--- src/rtl/core/esfca_pkg.sv ---
package esfca_pkg;

    localparam int CFG_IDX_W  = 3;
    localparam int CFG_DATA_W = 16;

    typedef enum logic [CFG_IDX_W-1:0] {
        REG_TEMP_HIGH = 3'd0,
        REG_TEMP_LOW  = 3'd1,
        REG_HUM_HIGH  = 3'd2,
        REG_HUM_LOW   = 3'd3,
        REG_VOC_HIGH  = 3'd4,
        REG_CO2_HIGH  = 3'd5
    } cfg_reg_t;

    localparam logic [7:0]  CRC_POLY = 8'h31;
    localparam logic [7:0]  CRC_INIT = 8'hFF;
    localparam logic [15:0] RAW_MASK = 16'hFFFC;

    // hundredths: value = offset + floor(scale * raw / 65536)
    localparam logic [30:0]        TEMP_SCALE  = 31'd17572;
    localparam logic signed [15:0] TEMP_OFFSET = -16'sd4685;
    localparam logic [29:0]        HUM_SCALE   = 30'd12500;
    localparam logic signed [15:0] HUM_OFFSET  = -16'sd600;

    localparam logic signed [14:0] TEMP_MIN = -15'sd4685;
    localparam logic signed [14:0] TEMP_MAX = 15'sd12886;
    localparam logic [13:0]        HUM_MAX  = 14'd10000;

    localparam logic signed [14:0] TEMP_HIGH_RST = 15'sd3500;
    localparam logic signed [14:0] TEMP_LOW_RST  = 15'sd500;
    localparam logic [13:0]        HUM_HIGH_RST  = 14'd8500;
    localparam logic [13:0]        HUM_LOW_RST   = 14'd2000;
    localparam logic [15:0]        VOC_HIGH_RST  = 16'd500;
    localparam logic [15:0]        CO2_HIGH_RST  = 16'd1000;

    function automatic logic [7:0] crc8_byte(input logic [7:0] crc_in, input logic [7:0] data);
        logic [7:0] c;
        c = crc_in ^ data;
        for (int k = 0; k < 8; k++) begin
            if (c[7]) begin
                c = {c[6:0], 1'b0} ^ CRC_POLY;
            end else begin
                c = {c[6:0], 1'b0};
            end
        end
        return c;
    endfunction

    // high byte first
    function automatic logic word_ok(input logic [15:0] word, input logic [7:0] check);
        logic [7:0] c;
        c = crc8_byte(CRC_INIT, word[15:8]);
        c = crc8_byte(c, word[7:0]);
        return c == check;
    endfunction

endpackage

--- src/rtl/core/env_sensor_frame_check_alarm.sv ---
// Registers from input accept to result valid: input reg, convert reg, result reg.
// Throughput: one item per cycle; the three-stage pipeline stalls only on m_ready.
// CRC check and the fixed-point multiply sit in stage 2, extremes and alarms in stage 3.
// Reset (aresetn low, synchronous): pipeline empty, limits to defaults,
// stored values and extremes to their initial values.
module env_sensor_frame_check_alarm import esfca_pkg::*; (
    input  logic                  aclk,
    input  logic                  aresetn,

    input  logic                  cfg_wr_en,
    input  logic [CFG_IDX_W-1:0]  cfg_index,
    input  logic [CFG_DATA_W-1:0] cfg_data,

    input  logic                  s_valid,
    output logic                  s_ready,
    input  logic [15:0]           s_temp_word,
    input  logic [7:0]            s_temp_check,
    input  logic [15:0]           s_hum_word,
    input  logic [7:0]            s_hum_check,
    input  logic [15:0]           s_co2_word,
    input  logic [7:0]            s_co2_check,
    input  logic [15:0]           s_voc_word,
    input  logic [7:0]            s_voc_check,

    output logic                  m_valid,
    input  logic                  m_ready,
    output logic signed [14:0]    m_temperature,
    output logic [13:0]           m_humidity,
    output logic [15:0]           m_voc_now,
    output logic [15:0]           m_co2_now,
    output logic [5:0]            m_alarm_bits,
    output logic [1:0]            m_status,
    output logic signed [14:0]    m_temp_peak,
    output logic signed [14:0]    m_temp_floor,
    output logic [13:0]           m_hum_peak,
    output logic [13:0]           m_hum_floor,
    output logic [15:0]           m_voc_peak,
    output logic [15:0]           m_co2_peak
);

    // limits
    logic signed [14:0] temp_high_reg, temp_low_reg;
    logic [13:0]        hum_high_reg, hum_low_reg;
    logic [15:0]        voc_high_reg, co2_high_reg;

    // pipeline control
    logic v1_reg, v2_reg, vo_reg;
    logic adv1, adv2, adv_o;

    // stage 1: raw item
    logic [15:0] s1_temp_word_reg, s1_hum_word_reg, s1_co2_word_reg, s1_voc_word_reg;
    logic [7:0]  s1_temp_check_reg, s1_hum_check_reg, s1_co2_check_reg, s1_voc_check_reg;

    // stage 2: checked and converted
    logic               s2_clim_ok_reg, s2_gas_ok_reg;
    logic signed [14:0] s2_temp_reg;
    logic [13:0]        s2_hum_reg;
    logic [15:0]        s2_co2_reg, s2_voc_reg;

    // stage 3: stored state doubles as the result register
    logic signed [14:0] cur_temp_reg, max_temp_reg, min_temp_reg;
    logic [13:0]        cur_hum_reg, max_hum_reg, min_hum_reg;
    logic [15:0]        cur_voc_reg, cur_co2_reg, max_voc_reg, max_co2_reg;
    logic [5:0]         alarm_reg;
    logic [1:0]         status_reg;

    logic signed [14:0] cur_temp_next, max_temp_next, min_temp_next;
    logic [13:0]        cur_hum_next, max_hum_next, min_hum_next;
    logic [15:0]        cur_voc_next, cur_co2_next, max_voc_next, max_co2_next;
    logic [5:0]         alarm_next;

    logic               clim_ok, gas_ok;
    logic [15:0]        raw_t, raw_h;
    logic [30:0]        prod_t;
    logic [29:0]        prod_h;
    logic signed [15:0] t_wide, h_wide;
    logic signed [14:0] temp_conv;
    logic [13:0]        hum_conv;

    assign adv_o   = v2_reg && (!vo_reg || m_ready);
    assign adv2    = v1_reg && (!v2_reg || adv_o);
    assign s_ready = !v1_reg || adv2;
    assign adv1    = s_valid && s_ready;

    always_ff @(posedge aclk) begin
        if (!aresetn) begin
            v1_reg <= 1'b0;
            v2_reg <= 1'b0;
            vo_reg <= 1'b0;
        end else begin
            if (s_ready) begin
                v1_reg <= s_valid;
            end
            if (!v2_reg || adv_o) begin
                v2_reg <= v1_reg;
            end
            if (!vo_reg || m_ready) begin
                vo_reg <= v2_reg;
            end
        end
    end

    always_ff @(posedge aclk) begin
        if (!aresetn) begin
            temp_high_reg <= TEMP_HIGH_RST;
            temp_low_reg  <= TEMP_LOW_RST;
            hum_high_reg  <= HUM_HIGH_RST;
            hum_low_reg   <= HUM_LOW_RST;
            voc_high_reg  <= VOC_HIGH_RST;
            co2_high_reg  <= CO2_HIGH_RST;
        end else if (cfg_wr_en) begin
            case (cfg_reg_t'(cfg_index))
                REG_TEMP_HIGH: temp_high_reg <= $signed(cfg_data[14:0]);
                REG_TEMP_LOW:  temp_low_reg  <= $signed(cfg_data[14:0]);
                REG_HUM_HIGH:  hum_high_reg  <= cfg_data[13:0];
                REG_HUM_LOW:   hum_low_reg   <= cfg_data[13:0];
                REG_VOC_HIGH:  voc_high_reg  <= cfg_data;
                REG_CO2_HIGH:  co2_high_reg  <= cfg_data;
                default: ;
            endcase
        end
    end

    always_ff @(posedge aclk) begin
        if (adv1) begin
            s1_temp_word_reg  <= s_temp_word;
            s1_temp_check_reg <= s_temp_check;
            s1_hum_word_reg   <= s_hum_word;
            s1_hum_check_reg  <= s_hum_check;
            s1_co2_word_reg   <= s_co2_word;
            s1_co2_check_reg  <= s_co2_check;
            s1_voc_word_reg   <= s_voc_word;
            s1_voc_check_reg  <= s_voc_check;
        end
    end

    always_comb begin
        clim_ok = word_ok(s1_temp_word_reg, s1_temp_check_reg)
                  && word_ok(s1_hum_word_reg, s1_hum_check_reg);
        gas_ok  = word_ok(s1_co2_word_reg, s1_co2_check_reg)
                  && word_ok(s1_voc_word_reg, s1_voc_check_reg);

        raw_t  = s1_temp_word_reg & RAW_MASK;
        raw_h  = s1_hum_word_reg & RAW_MASK;
        prod_t = {15'd0, raw_t} * TEMP_SCALE;
        prod_h = {14'd0, raw_h} * HUM_SCALE;

        t_wide    = TEMP_OFFSET + $signed({1'b0, prod_t[30:16]});
        temp_conv = t_wide[14:0];

        h_wide = HUM_OFFSET + $signed({2'b00, prod_h[29:16]});
        if (h_wide < 0) begin
            hum_conv = '0;
        end else if (h_wide > $signed({2'b00, HUM_MAX})) begin
            hum_conv = HUM_MAX;
        end else begin
            hum_conv = h_wide[13:0];
        end
    end

    always_ff @(posedge aclk) begin
        if (adv2) begin
            s2_clim_ok_reg <= clim_ok;
            s2_gas_ok_reg  <= gas_ok;
            s2_temp_reg    <= temp_conv;
            s2_hum_reg     <= hum_conv;
            s2_co2_reg     <= s1_co2_word_reg;
            s2_voc_reg     <= s1_voc_word_reg;
        end
    end

    always_comb begin
        cur_temp_next = cur_temp_reg;
        cur_hum_next  = cur_hum_reg;
        max_temp_next = max_temp_reg;
        min_temp_next = min_temp_reg;
        max_hum_next  = max_hum_reg;
        min_hum_next  = min_hum_reg;
        cur_voc_next  = cur_voc_reg;
        cur_co2_next  = cur_co2_reg;
        max_voc_next  = max_voc_reg;
        max_co2_next  = max_co2_reg;

        if (s2_clim_ok_reg) begin
            cur_temp_next = s2_temp_reg;
            cur_hum_next  = s2_hum_reg;
            if (s2_temp_reg > max_temp_reg) max_temp_next = s2_temp_reg;
            if (s2_temp_reg < min_temp_reg) min_temp_next = s2_temp_reg;
            if (s2_hum_reg > max_hum_reg)   max_hum_next  = s2_hum_reg;
            if (s2_hum_reg < min_hum_reg)   min_hum_next  = s2_hum_reg;
        end
        if (s2_gas_ok_reg) begin
            cur_co2_next = s2_co2_reg;
            cur_voc_next = s2_voc_reg;
            if (s2_voc_reg > max_voc_reg) max_voc_next = s2_voc_reg;
            if (s2_co2_reg > max_co2_reg) max_co2_next = s2_co2_reg;
        end

        // alarms always follow the stored values, good frame or not
        alarm_next[0] = cur_temp_next > temp_high_reg;
        alarm_next[1] = cur_temp_next < temp_low_reg;
        alarm_next[2] = cur_hum_next > hum_high_reg;
        alarm_next[3] = cur_hum_next < hum_low_reg;
        alarm_next[4] = cur_voc_next > voc_high_reg;
        alarm_next[5] = cur_co2_next > co2_high_reg;
    end

    always_ff @(posedge aclk) begin
        if (!aresetn) begin
            cur_temp_reg <= '0;
            cur_hum_reg  <= '0;
            cur_voc_reg  <= '0;
            cur_co2_reg  <= '0;
            max_temp_reg <= TEMP_MIN;
            min_temp_reg <= TEMP_MAX;
            max_hum_reg  <= '0;
            min_hum_reg  <= HUM_MAX;
            max_voc_reg  <= '0;
            max_co2_reg  <= '0;
        end else if (adv_o) begin
            cur_temp_reg <= cur_temp_next;
            cur_hum_reg  <= cur_hum_next;
            cur_voc_reg  <= cur_voc_next;
            cur_co2_reg  <= cur_co2_next;
            max_temp_reg <= max_temp_next;
            min_temp_reg <= min_temp_next;
            max_hum_reg  <= max_hum_next;
            min_hum_reg  <= min_hum_next;
            max_voc_reg  <= max_voc_next;
            max_co2_reg  <= max_co2_next;
        end
    end

    always_ff @(posedge aclk) begin
        if (adv_o) begin
            alarm_reg  <= alarm_next;
            status_reg <= {!s2_gas_ok_reg, !s2_clim_ok_reg};
        end
    end

    assign m_valid       = vo_reg;
    assign m_temperature = cur_temp_reg;
    assign m_humidity    = cur_hum_reg;
    assign m_voc_now     = cur_voc_reg;
    assign m_co2_now     = cur_co2_reg;
    assign m_alarm_bits  = alarm_reg;
    assign m_status      = status_reg;
    assign m_temp_peak   = max_temp_reg;
    assign m_temp_floor  = min_temp_reg;
    assign m_hum_peak    = max_hum_reg;
    assign m_hum_floor   = min_hum_reg;
    assign m_voc_peak    = max_voc_reg;
    assign m_co2_peak    = max_co2_reg;

`ifndef SYNTHESIS
    a_temp_peak_mono: assert property (@(posedge aclk) disable iff (!aresetn)
        $past(aresetn) |-> (max_temp_reg >= $past(max_temp_reg)))
        else $error("temperature peak decreased");

    a_hum_floor_mono: assert property (@(posedge aclk) disable iff (!aresetn)
        $past(aresetn) |-> (min_hum_reg <= $past(min_hum_reg)))
        else $error("humidity floor increased");

    a_hum_range: assert property (@(posedge aclk) disable iff (!aresetn)
        cur_hum_reg <= HUM_MAX)
        else $error("stored humidity above full scale");

    a_bad_clim_holds: assert property (@(posedge aclk) disable iff (!aresetn)
        (adv_o && !s2_clim_ok_reg) |=> ($stable(cur_temp_reg) && $stable(cur_hum_reg)))
        else $error("climate values changed on a bad CRC");

    a_full_stall: assert property (@(posedge aclk) disable iff (!aresetn)
        (vo_reg && !m_ready && v2_reg && v1_reg) |-> !s_ready)
        else $error("input taken while pipeline is full and stalled");
`endif

endmodule
--- config.mk ---
export PLATFORM = sky130hd
export DESIGN_NAME = env_sensor_frame_check_alarm
export DESIGN_NICKNAME = d
export VERILOG_FILES = /design/src/rtl/core/esfca_pkg.sv /design/src/rtl/core/env_sensor_frame_check_alarm.sv
export SDC_FILE = /design/constraint.sdc
export NUM_CORES = 1
export LEC_CHECK = 0
export ABC_AREA = 1
export ABC_CLOCK_PERIOD_IN_PS = 5200
export BUFFER_PORTS_ARGS = -buffer_cell sky130_fd_sc_hd__buf_4
export CORE_ASPECT_RATIO = 0.5
export CORE_MARGIN = 1
export CORE_UTILIZATION = 47
export CTS_CLUSTER_DIAMETER = 60
export DETAILED_ROUTE_END_ITERATION = 6
export PLACE_DENSITY = 0.7
export SLEW_MARGIN = 20
export SYNTH_ARGS = -nofsm -noshare
export SYNTH_HDL_FRONTEND = slang
export SYNTH_SLANG_ARGS = --single-unit
export TNS_END_PERCENT = 50
--- constraint.sdc ---
create_clock -name aclk -period 5.2 [get_ports aclk]
set_clock_uncertainty 0.05 [all_clocks]
set_input_delay 0.78 -clock aclk [delete_from_list [all_inputs] [get_ports aclk]]
set_output_delay 0.78 -clock aclk [all_outputs]
set_load 0.05 [all_outputs]
## Word level (Yosys, flattened, before mapping)

Index checks and enable logic that the tools add are counted.
Widths: inputs -> output; s select.

| cells by class | value |
|---|---|
| add/sub/neg operators | 2 |
| multiply operators | 2 |
| order comparisons | 14 |
| eq/ne operators | 9 |
| mux-type cells | 69 |
| bitwise gates (word level) | 72 |
| reductions and logical operators | 27 |

Operator list:

| kind | count |
|---|---|
| $mux 6 | 64 |
| $not 3->3 | 64 |
| $gt 16x16->1 | 4 |
| $eq 8x8->1 | 4 |
| $mux 16 | 2 |
| $not 8->8 | 4 |
| $xor 8x8->8 | 4 |
| $gt 15x15->1 | 2 |
| $lt 15x15->1 | 2 |
| $gt 14x14->1 | 2 |
| $lt 14x14->1 | 2 |
| $mux 14 | 2 |
| $mul 14x13->27 const B | 1 |
| $mul 14x12->26 const B | 1 |
| $reduce_and 3->1 | 6 |
| $add 11x15->16 const A | 1 |
| $gt 16x15->1 const B | 1 |
| $lt 16x1->1 const B | 1 |
| $add 14x15->15 const A | 1 |
| $mux 15 | 1 |
| $reduce_and 2->1 | 6 |
| $eq 3x2->1 const B | 2 |
| $eq 3x3->1 const B | 2 |
| $logic_and 1x1->1 | 5 |
| other kinds (5) | 11 |

| storage, ports and cells | value |
|---|---|
| flip-flop bits (word level) | 411 |
| input bits | 120 |
| output and inout port bits | 161 |
| word-level logic and storage cells | 231 |

## Depth between registers and ports, before layout

| logic depth | value |
|---|---|
| depth after elaboration | 36 |
| gate-level depth with buffers | 33 |

## Least setup slack after synthesis

No wires, ideal clock.

| timing path | value |
|---|---|
| path kind | register to register |
| start | reg s1_hum_word_reg[13] |
| end | reg s2_hum_reg[10] (data pin) |
| arrival | 4918 ps |
| required time | 4899 ps |
| setup slack | -19 ps |
| stages on the path, launching flop included | 32 |
| path buffers | 0 |
| period minus slack after synthesis | 5219 ps |
| path through | edfxtp_1 -> ha_1 -> ha_1 -> inv_1 -> fa_1 -> inv_1 -> fa_1 -> inv_1 -> fa_1 -> inv_1 -> ha_1 -> a21oi_1 -> nand2_1 -> a21oi_1 -> nand2_1 -> nand2_1 -> nand2_1 -> ha_1 -> inv_1 -> nand3_1 -> nand2_1 -> nand2_1 -> nand2_2 -> nand2_1 -> nand2_1 -> nand2_1 -> nor2_1 -> nand2_1 -> nand2_2 -> nand3_1 -> nand2_1 -> inv_1 |

| between the ends | value |
|---|---|
| word-level cells in the longest chain between the ends | 4 |

RTL lines:

| what | RTL line | RTL |
|---|---|---|
| from (decl) | env_sensor_frame_check_alarm.sv:51 | `logic [15:0] s1_temp_word_reg, s1_hum_word_reg, s1_co2_word_reg, s1_voc_word_reg;` |
| from (signal assigned) | env_sensor_frame_check_alarm.sv:128 | `s1_hum_word_reg <= s_hum_word;` |
| $mul 14x12->26 * | env_sensor_frame_check_alarm.sv:146 | `prod_h = {14'd0, raw_h} * HUM_SCALE;` |
| $add 11x15->16 * | env_sensor_frame_check_alarm.sv:151 | `h_wide = HUM_OFFSET + $signed({2'b00, prod_h[29:16]});` |
| $gt 16x15->1 | env_sensor_frame_check_alarm.sv:154 | `end else if (h_wide > $signed({2'b00, HUM_MAX})) begin` |
| $mux 14 | env_sensor_frame_check_alarm.sv:154 |  |
| to (signal assigned) | env_sensor_frame_check_alarm.sv:166 | `s2_hum_reg <= hum_conv;` |
| to (decl) | env_sensor_frame_check_alarm.sv:57 | `logic [13:0] s2_hum_reg;` |

Every way passes the cells marked *; elsewhere a longest branch is shown, timed or not.
A chain may end at the register's enable or synchronous reset.

## Worst setup path after layout

| timing path | value |
|---|---|
| start | reg s1_hum_word_reg[4] |
| end | reg s2_hum_reg[0] (data pin) |

| between the ends | value |
|---|---|
| word-level cells in the longest chain between the ends | 4 |

RTL lines:

| what | RTL line |
|---|---|
| $mul 14x12->26 * | env_sensor_frame_check_alarm.sv:146 |
| $add 11x15->16 * | env_sensor_frame_check_alarm.sv:151 |
| $lt 16x1->1 / $gt 16x15->1 (equally long branches) | env_sensor_frame_check_alarm.sv:152, env_sensor_frame_check_alarm.sv:154 |
| $reduce_or 2->1 (no source line) | -- |

Marked as above.

==> reports/results.tsv <==
metric	value	unit
crit_type	flop to flop	
cts_sinks	411	
nets	3975	
htree_num_levels	2	
post-route-util	58.7	%
route.vias.total	21500	
maxCapViolCount	0	
hold_start	s_voc_word[13]	
hold_violations	0	
avgRoutedWirePerCell	15.6	µm
hpwl	50500	µm
drive_above_1_share	18.0	%
synth_edf_count	167	
rsz0062_at_grt	true	
cts.clk_slew.worst_paths	0.06	ns
end_kind	flop	
design_area	32100	µm²
avgViaCountPerCell	5.08	
worstPathArrival	5.38	ns
power.leakage	15.0	nW
cpMaxStageDelayCell	edfxtp_1	
r2r-start	s1_hum_word_reg[4]	
fin_ws	0.0724	ns
slew_headroom	29.4	%
cpPeakStageDelay	0.50	ns
die-area	57100	µm²
ant_nets	0	
avgSynthCellArea	8.51	µm²
n_fill_cell	4814	
ys_ff_latch	411	
grt.total_usage	22.6	%
max_slew.worst_pin.slew	1.06	ns
wl	66100	µm
ios	281	
finalCriticalPeriod	5.13	ns
die_y	170	µm
final_common_cell	inv_1	
grt_first_pass_wirelength	104000	µm
pre_cts_slack	-0.262	ns
mostFrequentLayoutCells	inv_1 (518), nand2_1 (469), buf_4 (381)	
num_rows	60	
multiInputGateArea	14800	µm²
clockBufferDepth	3	
cts_tree	yes	
peakVddDrop	0.433	mV
synth_ff_type	dfxtp_1	
min_period_over_period	98.6	%
drv_slew	0	
async_flop_share	0	%
power_density	444	nW/µm²
clk_latency	0.58	ns
synth_seq_area_share	37.5	%
die_width	337	µm
cp-start-kind	flop	
root_buffer	clkbuf_16	
grt_pass1_vias	20700	
initial_utilization	48.3	%
synthesis.nets	3621	
cp_max_fo	6	
setup_violations	0	
crit_start	s1_hum_word_reg[4]	
drc	0	
postPlaceCellArea	29700	µm²
place.port_buffers	280	
grt_max_degree	90	
antenna_found_initial	1	
fmax	195	MHz
syn_inst	3098	
ys_warn_count	0	
drt-initial-drc-count	1094	
hold_class	primary input to flop	
core	54600	µm²
cp.required	5.46	ns
holdPathStages	1	
ff2ff_path_depth	32	
status	finished clean	
syn_to_final_growth	21.5	%
cts-buffers-inserted	42	
synth_area	26400	µm²
register_area	9900	µm²
dr.pass1.iters	5	
yosysUniqueCellTypes	54	
grt_overflow	0	
routabilityCongestion	0.885	
cpMostUsedCell	ha_4	
## critical path: cells and delay by family (launching register included)
kind | cells | cell delay (ns)
DFF | 1 | 0.50
buffers and inverters | 6 | 0.49
adders and majority gates | 7 | 2.01
xor gates and xnor gates | 1 | 0.19
and+or+nand+nor | 17 | 1.42
AOI/OAI and AO/OA | 1 | 0.20
## timing repair
action                     in CTS  in global routing
setup endpoints to repair      13                 14
gates cloned                    1                  0
hold buffers                    0                  0
buffers inserted               13                 16
resized for setup              36                 96
pin swaps                      20                 63
## cells by family (layout without fill, tap and decap cells)
group           Yosys count  count (layout)  share of synthesized area, %
compound gates          733             733                          15.0
flops                   411             411                          37.5
other cells               0               1                             0
xor+xnor                154             154                          5.75
simple gates            766             767                          12.1
buf+inv                 631            1018                          8.98
fa+ha+maj               403             403                          20.7
## area by class of cell
type	count	area share [%]
well taps	744	2.90
flip-flops and latches	411	30.9
clock inverters	21	0.722
diodes	1	0.00781
multi-input cells	2057	46.0
inverters	553	6.49
repair buffers	387	9.13
clock buffers	57	3.81
## worst paths after layout
path / end / slack (ns)
hold reg to reg: temp_low_reg[10] / 0.41
setup / recovery: s2_hum_reg[0] / 0.07
hold / removal: s1_voc_word_reg[13] / 0.32
setup reg to reg: s2_hum_reg[0] / 0.07
## Yosys cell counts, types with 8 or more instances
cell,n,area [µm²]
nand4_1,21,131
o211ai_1,41,308
xor2_2,9,146
nand2_1,505,1900
xnor2_1,44,385
ha_1,348,4350
clkbuf_1,77,289
a211oi_1,10,75.1
nor2_1,111,417
edfxtp_1,167,5010
nand2_2,11,68.8
nand3_1,74,370
inv_1,533,2000
nor3_1,18,90.1
a21oi_1,327,1640
fa_1,55,1100
dfxtp_1,244,4880
inv_2,16,60.1
a21o_1,8,60.1
o21ai_0,300,1500
xor2_1,92,806
## per-layer routing
metal,track usage [%],vias up,wire length [µm]
met5,0,-,0
li1,-,11000,-
met1,28.3,9993,28800
met3,3.02,120,2470
met4,7.91,0,2270
met2,39.9,383,32500
## stage by stage
stage / power, mW / hold slack, ns / std cells / TNS, ns
6_report: 14.2 / 0.324 / 4231 / 0
3_3_place_gp: 9.81 / 0.394 / 4122 / -1.96
3_5_place_dp: 9.97 / 0.396 / 4122 / -3.08
5_1_grt: 15.4 / 0.297 / 4231 / -1.80
2_1_floorplan: 8.21 / 0.371 / 3098 / 0
4_1_cts: 13.6 / 0.291 / 4214 / 0
## report_power, final
part | total [mW] | switching, mW | leakage, nW | internal (mW)
registers | 4.04 | 0.274 | 3.59 | 3.76
logic | 7.06 | 4.00 | 10.7 | 3.06
clock network | 3.15 | 1.36 | 0.713 | 1.79
total | 14.2 | 5.64 | 15.0 | 8.61
(Power assumes the default switching activity.)
